==> src/rtl/core/cursor_line_edit_buffer_assert.svh <==
// Assertion macros shared by the line edit buffer modules.
// Depends on a clock named clk and an active-low reset named rst_n in the including module.
`ifndef CURSOR_LINE_EDIT_BUFFER_ASSERT_SVH
`define CURSOR_LINE_EDIT_BUFFER_ASSERT_SVH

// Same-cycle implication, checked out of reset.
`define CLEB_ASSERT_NOW(label, ante, cons) \
    label: assert property (@(posedge clk) disable iff (!rst_n) (ante) |-> (cons)) \
        else $error("line edit buffer check failed");

// Next-cycle implication, checked out of reset.
`define CLEB_ASSERT_NEXT(label, ante, cons) \
    label: assert property (@(posedge clk) disable iff (!rst_n) (ante) |=> (cons)) \
        else $error("line edit buffer check failed");

`endif

==> src/rtl/core/cleb_pkg.sv <==
// Shared types and constants for the line edit buffer.
// Used by the controller, the datapath and the top level; depends on nothing.
package cleb_pkg;

    localparam int OP_W  = 3;
    localparam int BYTE_W = 8;
    localparam int LEN_W = 8;
    localparam int POS_W = 16;

    localparam logic [OP_W-1:0] OP_INSERT    = 3'd0;
    localparam logic [OP_W-1:0] OP_BACKSPACE = 3'd1;
    localparam logic [OP_W-1:0] OP_DELETE    = 3'd2;
    localparam logic [OP_W-1:0] OP_SETCUR    = 3'd3;
    localparam logic [OP_W-1:0] OP_CLEAR     = 3'd4;
    localparam logic [OP_W-1:0] OP_READ      = 3'd5;

    // Commands from the controller to the datapath.
    typedef struct packed {
        logic load;        // capture the incoming word
        logic shift_init;  // set the shift pointer to its first source
        logic shift_step;  // move the shift pointer one place
        logic rd_ptr;      // read the store at the shift pointer, else at the position
        logic wr_shift;    // write the byte just read to its new place
        logic wr_char;     // write the inserted byte at the cursor
        logic commit;      // update length and cursor, load the result register
    } cmd_t;

    // Status from the datapath to the controller.
    typedef struct packed {
        logic go_shift;    // the edit applies and has a tail to move
        logic go_insert;   // the operation is an insert that applies
        logic shift_right; // the tail moves toward higher addresses
        logic shift_last;  // the pointer holds the last source byte
        logic out_free;    // the result register can take a word this cycle
    } status_t;

endpackage

==> src/rtl/core/cleb_ctrl.sv <==
// Sequencing controller for the line edit buffer.
// Depends on cleb_pkg and cursor_line_edit_buffer_assert.svh.
`include "cursor_line_edit_buffer_assert.svh"

module cleb_ctrl (
    input  logic              clk,
    input  logic              rst_n,
    input  logic              in_valid,
    output logic              in_stall,
    input  cleb_pkg::status_t st,
    output cleb_pkg::cmd_t    cmd
);

    typedef enum logic [2:0] {
        ST_IDLE,
        ST_EVAL,
        ST_SHIFT_RD,
        ST_SHIFT_WR,
        ST_INS_WR,
        ST_PUBLISH
    } state_t;

    state_t state_reg;
    state_t state_next;

    always_ff @(posedge clk or negedge rst_n)
    begin
        if (!rst_n)
        begin
            state_reg <= ST_IDLE;
        end
        else
        begin
            state_reg <= state_next;
        end
    end

    always_comb
    begin
        state_next = state_reg;
        cmd        = '0;
        case (state_reg)
            ST_IDLE:
            begin
                if (in_valid)
                begin
                    cmd.load   = 1'b1;
                    state_next = ST_EVAL;
                end
            end
            ST_EVAL:
            begin
                if (st.go_shift)
                begin
                    cmd.shift_init = 1'b1;
                    state_next     = ST_SHIFT_RD;
                end
                else if (st.go_insert)
                begin
                    state_next = ST_INS_WR;
                end
                else
                begin
                    state_next = ST_PUBLISH;
                end
            end
            ST_SHIFT_RD:
            begin
                cmd.rd_ptr = 1'b1;
                state_next = ST_SHIFT_WR;
            end
            ST_SHIFT_WR:
            begin
                cmd.wr_shift = 1'b1;
                if (st.shift_last)
                begin
                    state_next = st.shift_right ? ST_INS_WR : ST_PUBLISH;
                end
                else
                begin
                    cmd.shift_step = 1'b1;
                    state_next     = ST_SHIFT_RD;
                end
            end
            ST_INS_WR:
            begin
                cmd.wr_char = 1'b1;
                state_next  = ST_PUBLISH;
            end
            ST_PUBLISH:
            begin
                if (st.out_free)
                begin
                    cmd.commit = 1'b1;
                    state_next = ST_IDLE;
                end
            end
            default:
            begin
                state_next = ST_IDLE;
            end
        endcase
    end

    assign in_stall = (state_reg != ST_IDLE);

    `CLEB_ASSERT_NEXT(a_commit_to_idle, cmd.commit, state_reg == ST_IDLE)

endmodule

==> src/rtl/core/cleb_dpath.sv <==
// Datapath of the line edit buffer: text store, length, cursor, limit and result register.
// Depends on cleb_pkg and cursor_line_edit_buffer_assert.svh.
`include "cursor_line_edit_buffer_assert.svh"

module cleb_dpath #(
    parameter int CAPACITY = 128
) (
    input  logic                                clk,
    input  logic                                rst_n,
    input  logic                                cfg_wr_en,
    input  logic [cleb_pkg::LEN_W-1:0]          cfg_wr_data,
    input  logic [cleb_pkg::OP_W-1:0]           opcode,
    input  logic [cleb_pkg::BYTE_W-1:0]         char_code,
    input  logic signed [cleb_pkg::POS_W-1:0]   position,
    input  logic                                out_stall,
    output logic                                out_valid,
    output logic                                applied,
    output logic [cleb_pkg::LEN_W-1:0]          line_length,
    output logic [cleb_pkg::LEN_W-1:0]          cursor_pos,
    output logic [cleb_pkg::BYTE_W-1:0]         read_byte,
    input  cleb_pkg::cmd_t                      cmd,
    output cleb_pkg::status_t                   st
);

    localparam int AW = (CAPACITY > 1) ? $clog2(CAPACITY) : 1;
    localparam int CAP_CLIP = (CAPACITY > 255) ? 255 : CAPACITY;
    localparam logic [cleb_pkg::LEN_W-1:0] CAP_LIM = cleb_pkg::LEN_W'(CAP_CLIP);

    logic [cleb_pkg::BYTE_W-1:0] mem [CAPACITY];
    logic [cleb_pkg::BYTE_W-1:0] rdata_reg;

    logic [cleb_pkg::LEN_W-1:0]        max_chars_reg;
    logic [cleb_pkg::LEN_W-1:0]        len_reg;
    logic [cleb_pkg::LEN_W-1:0]        len_next;
    logic [cleb_pkg::LEN_W-1:0]        cur_reg;
    logic [cleb_pkg::LEN_W-1:0]        cur_next;
    logic [cleb_pkg::LEN_W-1:0]        ptr_reg;
    logic [cleb_pkg::LEN_W-1:0]        ptr_next;
    logic [cleb_pkg::OP_W-1:0]         op_reg;
    logic [cleb_pkg::BYTE_W-1:0]       ch_reg;
    logic signed [cleb_pkg::POS_W-1:0] pos_reg;

    logic                              out_valid_reg;
    logic                              applied_reg;
    logic [cleb_pkg::LEN_W-1:0]        line_length_reg;
    logic [cleb_pkg::LEN_W-1:0]        cursor_pos_reg;
    logic [cleb_pkg::BYTE_W-1:0]       read_byte_reg;

    logic [cleb_pkg::LEN_W-1:0]        lim;
    logic                              is_ins;
    logic                              is_bksp;
    logic                              is_del;
    logic                              ins_ok;
    logic                              bksp_ok;
    logic                              del_ok;
    logic                              rd_ok;
    logic                              applied_next;
    logic [cleb_pkg::BYTE_W-1:0]       rbyte_next;
    logic [cleb_pkg::LEN_W-1:0]        widx;
    logic [cleb_pkg::BYTE_W-1:0]       wdata;
    logic                              mem_we;
    logic [AW-1:0]                     raddr;

    // Effective limit: a limit above the store size acts as the store size.
    assign lim = (max_chars_reg > CAP_LIM) ? CAP_LIM : max_chars_reg;

    assign is_ins  = (op_reg == cleb_pkg::OP_INSERT);
    assign is_bksp = (op_reg == cleb_pkg::OP_BACKSPACE);
    assign is_del  = (op_reg == cleb_pkg::OP_DELETE);

    assign ins_ok  = is_ins && (len_reg < lim) && (cur_reg < lim);
    assign bksp_ok = is_bksp && (len_reg != '0) && (cur_reg != '0);
    assign del_ok  = is_del && (cur_reg < len_reg);
    assign rd_ok   = !pos_reg[cleb_pkg::POS_W-1]
                     && (pos_reg[cleb_pkg::POS_W-2:0] < (cleb_pkg::POS_W-1)'(len_reg));

    assign st.go_shift    = (ins_ok && (len_reg > cur_reg))
                            || (bksp_ok && (cur_reg < len_reg))
                            || (del_ok && ((cur_reg + 8'd1) < len_reg));
    assign st.go_insert   = ins_ok;
    assign st.shift_right = is_ins;
    assign st.shift_last  = is_ins ? (ptr_reg == cur_reg) : ((ptr_reg + 8'd1) == len_reg);
    assign st.out_free    = !out_valid_reg || !out_stall;

    // Shift pointer walks the source bytes of the tail being moved.
    always_comb
    begin
        ptr_next = ptr_reg;
        if (cmd.shift_init)
        begin
            if (is_ins)
            begin
                ptr_next = len_reg - 8'd1;
            end
            else if (is_bksp)
            begin
                ptr_next = cur_reg;
            end
            else
            begin
                ptr_next = cur_reg + 8'd1;
            end
        end
        else if (cmd.shift_step)
        begin
            ptr_next = is_ins ? (ptr_reg - 8'd1) : (ptr_reg + 8'd1);
        end
    end

    assign widx   = cmd.wr_char ? cur_reg : (is_ins ? (ptr_reg + 8'd1) : (ptr_reg - 8'd1));
    assign wdata  = cmd.wr_char ? ch_reg : rdata_reg;
    assign mem_we = cmd.wr_shift || cmd.wr_char;
    assign raddr  = cmd.rd_ptr ? AW'(ptr_reg) : AW'(pos_reg);

    always_ff @(posedge clk)
    begin
        rdata_reg <= mem[raddr];
        if (mem_we)
        begin
            mem[AW'(widx)] <= wdata;
        end
    end

    // Length, cursor and result of the operation as it completes.
    always_comb
    begin
        len_next     = len_reg;
        cur_next     = cur_reg;
        applied_next = 1'b0;
        rbyte_next   = '0;
        case (op_reg)
            cleb_pkg::OP_INSERT:
            begin
                if (ins_ok)
                begin
                    len_next     = len_reg + 8'd1;
                    cur_next     = cur_reg + 8'd1;
                    applied_next = 1'b1;
                end
            end
            cleb_pkg::OP_BACKSPACE:
            begin
                if (bksp_ok)
                begin
                    len_next     = len_reg - 8'd1;
                    cur_next     = cur_reg - 8'd1;
                    applied_next = 1'b1;
                end
            end
            cleb_pkg::OP_DELETE:
            begin
                if (del_ok)
                begin
                    len_next     = len_reg - 8'd1;
                    applied_next = 1'b1;
                end
            end
            cleb_pkg::OP_SETCUR:
            begin
                if (pos_reg[cleb_pkg::POS_W-1])
                begin
                    cur_next = '0;
                end
                else if (pos_reg[cleb_pkg::POS_W-2:0] > (cleb_pkg::POS_W-1)'(len_reg))
                begin
                    cur_next = len_reg;
                end
                else
                begin
                    cur_next = pos_reg[cleb_pkg::LEN_W-1:0];
                end
                applied_next = 1'b1;
            end
            cleb_pkg::OP_CLEAR:
            begin
                len_next     = '0;
                cur_next     = '0;
                applied_next = 1'b1;
            end
            cleb_pkg::OP_READ:
            begin
                if (rd_ok)
                begin
                    rbyte_next = rdata_reg;
                end
            end
            default:
            begin
                applied_next = 1'b0;
            end
        endcase
    end

    always_ff @(posedge clk or negedge rst_n)
    begin
        if (!rst_n)
        begin
            max_chars_reg <= CAP_LIM;
            len_reg       <= '0;
            cur_reg       <= '0;
            ptr_reg       <= '0;
            out_valid_reg <= 1'b0;
        end
        else
        begin
            if (cfg_wr_en)
            begin
                max_chars_reg <= cfg_wr_data;
            end
            ptr_reg <= ptr_next;
            if (cmd.commit)
            begin
                len_reg       <= len_next;
                cur_reg       <= cur_next;
                out_valid_reg <= 1'b1;
            end
            else if (!out_stall)
            begin
                out_valid_reg <= 1'b0;
            end
        end
    end

    always_ff @(posedge clk)
    begin
        if (cmd.load)
        begin
            op_reg  <= opcode;
            ch_reg  <= char_code;
            pos_reg <= position;
        end
        if (cmd.commit)
        begin
            applied_reg     <= applied_next;
            line_length_reg <= len_next;
            cursor_pos_reg  <= cur_next;
            read_byte_reg   <= rbyte_next;
        end
    end

    assign out_valid   = out_valid_reg;
    assign applied     = applied_reg;
    assign line_length = line_length_reg;
    assign cursor_pos  = cursor_pos_reg;
    assign read_byte   = read_byte_reg;

    `CLEB_ASSERT_NOW(a_cursor_in_line, 1'b1, cur_reg <= len_reg)
    `CLEB_ASSERT_NOW(a_write_in_store, mem_we, 32'(widx) < CAPACITY)
    `CLEB_ASSERT_NEXT(a_insert_grows, cmd.commit && ins_ok, len_reg == $past(len_reg) + 8'd1)

endmodule

==> src/rtl/core/cursor_line_edit_buffer.sv <==
// Top level of the cursor line edit buffer.
// Depends on cleb_pkg, cleb_ctrl and cleb_dpath.
//
// Usage:
// The block keeps one line of text, its length and an edit cursor. Each input
// word (opcode, char_code, position) is one operation: insert, backspace,
// delete, set cursor, clear or read byte. Each word produces exactly one result
// word (applied, line_length, cursor_pos, read_byte), in order.
// Both channels use valid and stall; a word moves on a rising edge where valid
// is high and stall is low. The user must write the limit max_chars through cfg_wr_en
// and cfg_wr_data only while the block is idle; the block does not enforce this.
// Sequencing: the line sits in a single-port-write memory, so edits move the tail
// one byte at a time, each by a read and then a write. A word goes from accept to
// evaluate, then the read and write of each moved byte for backspace, delete and
// insert, the new byte's write for an applied insert, then the commit into the
// result register. The next word is taken in the cycle after the result is loaded;
// in_stall stays high, so no new word is taken before the last one is through.
// Stall on the result side: a finished word waits in the output register while
// the block takes and works on the next word; that word then waits before its
// commit until the output register is free, and holds off further input.
// Reset: length and cursor go to zero and max_chars to the store size (clipped to
// 255). Store contents are not cleared; bytes at or past the length are never
// read, so no clearing pass is needed and the block is ready right after reset.

module cursor_line_edit_buffer #(
    parameter int CAPACITY = 128
) (
    input  logic                                clk,
    input  logic                                rst_n,
    input  logic                                cfg_wr_en,
    input  logic [cleb_pkg::LEN_W-1:0]          cfg_wr_data,
    input  logic                                in_valid,
    output logic                                in_stall,
    input  logic [cleb_pkg::OP_W-1:0]           opcode,
    input  logic [cleb_pkg::BYTE_W-1:0]         char_code,
    input  logic signed [cleb_pkg::POS_W-1:0]   position,
    output logic                                out_valid,
    input  logic                                out_stall,
    output logic                                applied,
    output logic [cleb_pkg::LEN_W-1:0]          line_length,
    output logic [cleb_pkg::LEN_W-1:0]          cursor_pos,
    output logic [cleb_pkg::BYTE_W-1:0]         read_byte
);

    // Command and status between the sequencer and the datapath.
    cleb_pkg::cmd_t    cmd;
    cleb_pkg::status_t st;

    // The controller walks each word through evaluate, tail moves, the
    // inserted byte write and the commit into the result register.
    cleb_ctrl u_ctrl (
        .clk      (clk),
        .rst_n    (rst_n),
        .in_valid (in_valid),
        .in_stall (in_stall),
        .st       (st),
        .cmd      (cmd)
    );

    // The datapath holds the store, length, cursor, limit and result word.
    cleb_dpath #(
        .CAPACITY (CAPACITY)
    ) u_dpath (
        .clk         (clk),
        .rst_n       (rst_n),
        .cfg_wr_en   (cfg_wr_en),
        .cfg_wr_data (cfg_wr_data),
        .opcode      (opcode),
        .char_code   (char_code),
        .position    (position),
        .out_stall   (out_stall),
        .out_valid   (out_valid),
        .applied     (applied),
        .line_length (line_length),
        .cursor_pos  (cursor_pos),
        .read_byte   (read_byte),
        .cmd         (cmd),
        .st          (st)
    );

endmodule
==> config.mk <==
export PLATFORM = sky130hd
export DESIGN_NAME = cursor_line_edit_buffer
export DESIGN_NICKNAME = d
export VERILOG_FILES = /design/src/rtl/core/cleb_pkg.sv /design/src/rtl/core/cleb_ctrl.sv /design/src/rtl/core/cleb_dpath.sv /design/src/rtl/core/cursor_line_edit_buffer.sv
export VERILOG_INCLUDE_DIRS = /design/src /design/src/rtl/core
export SDC_FILE = /design/constraint.sdc
export NUM_CORES = 2
export LEC_CHECK = 0
export BUFFER_PORTS_ARGS = -buffer_cell sky130_fd_sc_hd__buf_2
export CAP_MARGIN = 30
export CORE_MARGIN = 2
export CORE_UTILIZATION = 25
export CTS_BUF_LIST = sky130_fd_sc_hd__clkbuf_4
export CTS_CLUSTER_SIZE = 24
export DETAILED_ROUTE_END_ITERATION = 10
export SYNTH_ARGS = -nofsm -noshare
export SYNTH_HDL_FRONTEND = slang
export SYNTH_SLANG_ARGS = --single-unit
==> constraint.sdc <==
create_clock -name clk -period 4.05 [get_ports clk]
set_clock_uncertainty 0.05 [all_clocks]
set_input_delay 0.2025 -clock clk [delete_from_list [all_inputs] [get_ports clk]]
set_output_delay 0.2025 -clock clk [all_outputs]
set_load 0.01 [all_outputs]
==> qor.csv <==
stage;metric;value;unit
drt;DRC;0;
clock_tree;H-Tree Depth;5;
logic_synthesis;Post-synth ARST share;3.214;%
drt;DRT iter0 DRCs;3295;
sta;Slew HR;27.82;%
setup_path;Critical Path Sink Type;flip-flop;
final_layout;nets@finish;3603;
setup_path;critical path's most frequent cell;buf_12;
logic_synthesis;Warnings, synthesis;0;
setup_path;number of cells on the critical path;9;
floorplan;CORE AREA;0.1852;sq mm
sta;RSZ-0062 raised after global routing;no;
clock_tree;Clock Path Buffers;4;
drt;Routed Antenna Nets;0;
setup_path;Worst Reg-to-Reg Cells;9;
clock_tree;CTS tree;yes;
setup_path;minimum setup slack among reg-to-reg paths;0.005;ns
placement;Port Buf Inserts;66;
drt;via count;29151;
drt;via-per-instance ratio;4.703;
setup_path;Critical path buffers and inverters;2;
setup_path;critical path startpoint;u_ctrl.state_reg[0]$_DFFE_PN0P_;
floorplan;Die Width;435.3;um
sta;Setup TNS Final;0;ns
logic_synthesis;Yosys top cell area share;69.47;%
grt;remaining global-route overflow;0;
power_and_ir_drop;pwr dens;646.1;mW/mm^2
final_layout;share of layout cells above drive strength 1;28.05;%
drt;drt first pass iters;8;
sta;setup violation total in the final timing report;0;
clock_tree;CTS Buf Count;311;
floorplan;Die H;435.3;um
final_layout;fillers;18371;
logic_synthesis;Post-Syn Area per Cell;16.01;sq um
sta;pins over their slew limit;0;
drt;routed wire length per instance;20.82;um
logic_synthesis;post-synthesis cell count;2906;
setup_path;crit-path max cell delay;0.95;ns
drt;WL final;129000;um
clock_tree;Reg clk slew, reported paths;0.08;ns
final_layout;commonest non-fill, non-tap cells in the layout;1,076 x edfxtp_1, 420 x clkbuf_4, 419 x nand2_1, 289 x buf_4, 214 x nor2_1;
clock_tree;postcts setup bufs;0;
final_layout;max FFs per register;1024;
floorplan;I/O pin cnt;67;
setup_path;CP Launch Type;flip-flop;
job;MaxCap Viol Count;0;
final_layout;Syn-to-layout area delta;21.24;%
placement;Area after DPL;0.05175;sq mm
setup_path;cell family with most CP delay;compound AO/OA/AOI/OAI gates;
grt;GRT Overall Usage;13.34;%
grt;maximum number of pins on one net before global-route repair;95;
setup_path;Worst path slowest cell;a2111oi_0;
setup_path;FF-to-FF Start;u_ctrl.state_reg[0]$_DFFE_PN0P_;
logic_synthesis;synth top area cells;edfxtp_1 69%, mux4_2 8.0%, nand2_1 3.4%;
floorplan;Initial Util;25.11;%
sta;Slew @ Worst Pin;1.055;ns
setup_path;CP Max Fanout;31;
logic_synthesis;register area share after synthesis;71.75;%
worst_hold_path;Min-Delay Path Class;in2async;
placement;dpl hpwl;81190;um
logic_synthesis;Synth Cell Area;0.04651;sq mm
logic_synthesis;Netlist cell types;75;
grt;first-pass GRT wire length;192800;um
setup_path;Worst Path Arrival;5.01;ns
clock_tree;clock latency on the worst-skew pair;1.14;ns
sta;fin crit share;99.88;%
sta;min Tclk post-route;4.045;ns
power_and_ir_drop;leak pwr;19.15;nW
grt;initial antenna violation count;4;
grt;vias in the first global route;29683;
placement;routability cong.;0.9369;
sta;Final Hold Vio Count;0;
logic_synthesis;cell taking the most area after synthesis;edfxtp_1;
status;status;finished, final reports clean;
setup_path;Worst EP required;5.01;ns
floorplan;Rows;158;
setup_path;CP endpoint;u_dpath.rdata_reg[5]$_DFF_P_;
logic_synthesis;EDFF count, synth;1076;
power_and_ir_drop;Max rail drop VDD;0.4126;mV
setup_path;WS Path Type;reg2reg;
logic_synthesis;Syn Nets;2990;
logic_synthesis;Seq cells post-synth;1120;
floorplan;Die Area;0.1895;sq mm
final_layout;most common cell after layout, fill and taps aside;edfxtp_1;
final_layout;final instance area;0.05639;sq mm
setup_path;r2r endpoint;u_dpath.rdata_reg[5]$_DFF_P_;
setup_path;crit path cell chain;or3b_1, mux2_8, buf_12, buf_12, mux4_2, a2111oi_0, a31oi_1, o22ai_1, nor4_1;
clock_tree;Root Buffer;clkbuf_4;
sta;FMAX;0.2472;GHz
logic_synthesis;Post-synth top flop;edfxtp_1;
clock_tree;clk sinks;1120;
kinds of logic after synthesis:
| logic type | count (synthesis) | synth area share, % |
|---|---|---|
| flip-flops | 1120 | 71.75 |
| AND/OR/NAND/NOR | 866 | 8.100 |
| AO/OA/AOI/OAI | 387 | 5.536 |
| multiplexers | 259 | 10.43 |
| buffers and inverters | 183 | 2.112 |
| XOR/XNOR | 46 | 0.8662 |
| adder cells (fa/ha/maj) | 45 | 1.205 |
report_power, final:
part           total (W)  switching [W]  internal [W]
logic             0.0105        0.00725       0.00328
clock network    0.00999        0.00463       0.00536
registers         0.0159       0.000458        0.0155
total             0.0364         0.0123        0.0241
cell type report:
class / instances / area (sq um) / area share (%)
antenna: 3 / 7.507 / 0.01331
multi-input combinational: 1603 / 12280 / 21.78
sequential: 1120 / 33370 / 59.18
clock inverter: 89 / 603.1 / 1.069
clock buffer: 420 / 3153 / 5.591
inverter: 21 / 78.83 / 0.1398
tap: 2480 / 3103 / 5.503
timing repair buffer: 462 / 3791 / 6.723
cells in the mapped netlist, types with 9 or more instances:
| cell | count |
|---|---|
| mux2_2 | 27 |
| edfxtp_1 | 1076 |
| and3_1 | 17 |
| nor3_1 | 22 |
| nor2_1 | 216 |
| xnor2_1 | 30 |
| nand3_1 | 83 |
| xor2_1 | 16 |
| a22oi_1 | 33 |
| nor2b_1 | 11 |
| a31oi_1 | 24 |
| clkbuf_1 | 69 |
| and2_1 | 16 |
| mux2i_1 | 55 |
| a2111oi_0 | 43 |
| dfrtp_1 | 35 |
| inv_1 | 20 |
| buf_6 | 23 |
| nand4_1 | 26 |
| buf_2 | 38 |
| o21ai_0 | 35 |
| buf_4 | 20 |
| a22o_1 | 21 |
| mux4_1 | 9 |
| buf_1 | 12 |
| a21oi_1 | 130 |
| ha_1 | 44 |
| o211ai_1 | 9 |
| nand2b_1 | 10 |
| mux4_2 | 165 |
| o22ai_1 | 27 |
| nand2_1 | 419 |
worst reg2reg max path: stages, from the launching register on:
cell       delay (ns)
dfrtp_1          0.48
or3b_1           0.65
mux2_8           0.60
buf_12           0.28
buf_12           0.22
mux4_2           0.33
a2111oi_0        0.95
a31oi_1          0.15
o22ai_1          0.18
nor4_1           0.09
routing by layer:
| metal | part of all wire, % | global-route usage, % |
|---|---|---|
| met2 | 47 | 21.35 |
| met3 | 7.9 | 2.800 |
| met4 | 2.6 | 4.744 |
| met5 | 0 | 0 |
| met1 | 42 | 17.87 |
worst min path at each step:
stage,startpoint,end,cells after the start
6_report,rst_n,u_dpath.len_reg[6]$_DFFE_PN0P_,4
3_5_place_dp,position[12],u_dpath.pos_reg[12]$_DFFE_PP_,1
3_3_place_gp,position[7],u_dpath.pos_reg[7]$_DFFE_PP_,1
4_1_cts,rst_n,u_dpath.max_chars_reg[7]$_DFFE_PN1P_,3
5_1_grt,rst_n,u_dpath.max_chars_reg[7]$_DFFE_PN1P_,3
2_1_floorplan,rst_n,u_ctrl.state_reg[0]$_DFFE_PN0P_,0
metrics by stage:
stage,hold slack [ns],util (%),power (W),cells,setup slack (ns)
3_3_place_gp,0.3319,27.94,0.02633,5600,-0.08308
3_5_place_dp,0.3313,27.94,0.02653,5600,-0.1009
5_1_grt,0.1015,30.44,0.03807,6198,0.007519
2_1_floorplan,-0.1431,-,0.02175,2906,0.8725
6_report,0.1778,30.44,0.03643,6198,0.004788
4_1_cts,0.01450,30.43,0.03664,6195,0.1145
timing repair:
action	CTS	global route
gates resized for setup	1	3
endpoints found under the hold margin	127	0
endpoints found under the setup margin	1	3
hold buffers	86	0
No activity file was read; power rests on OpenSTA's default activity.
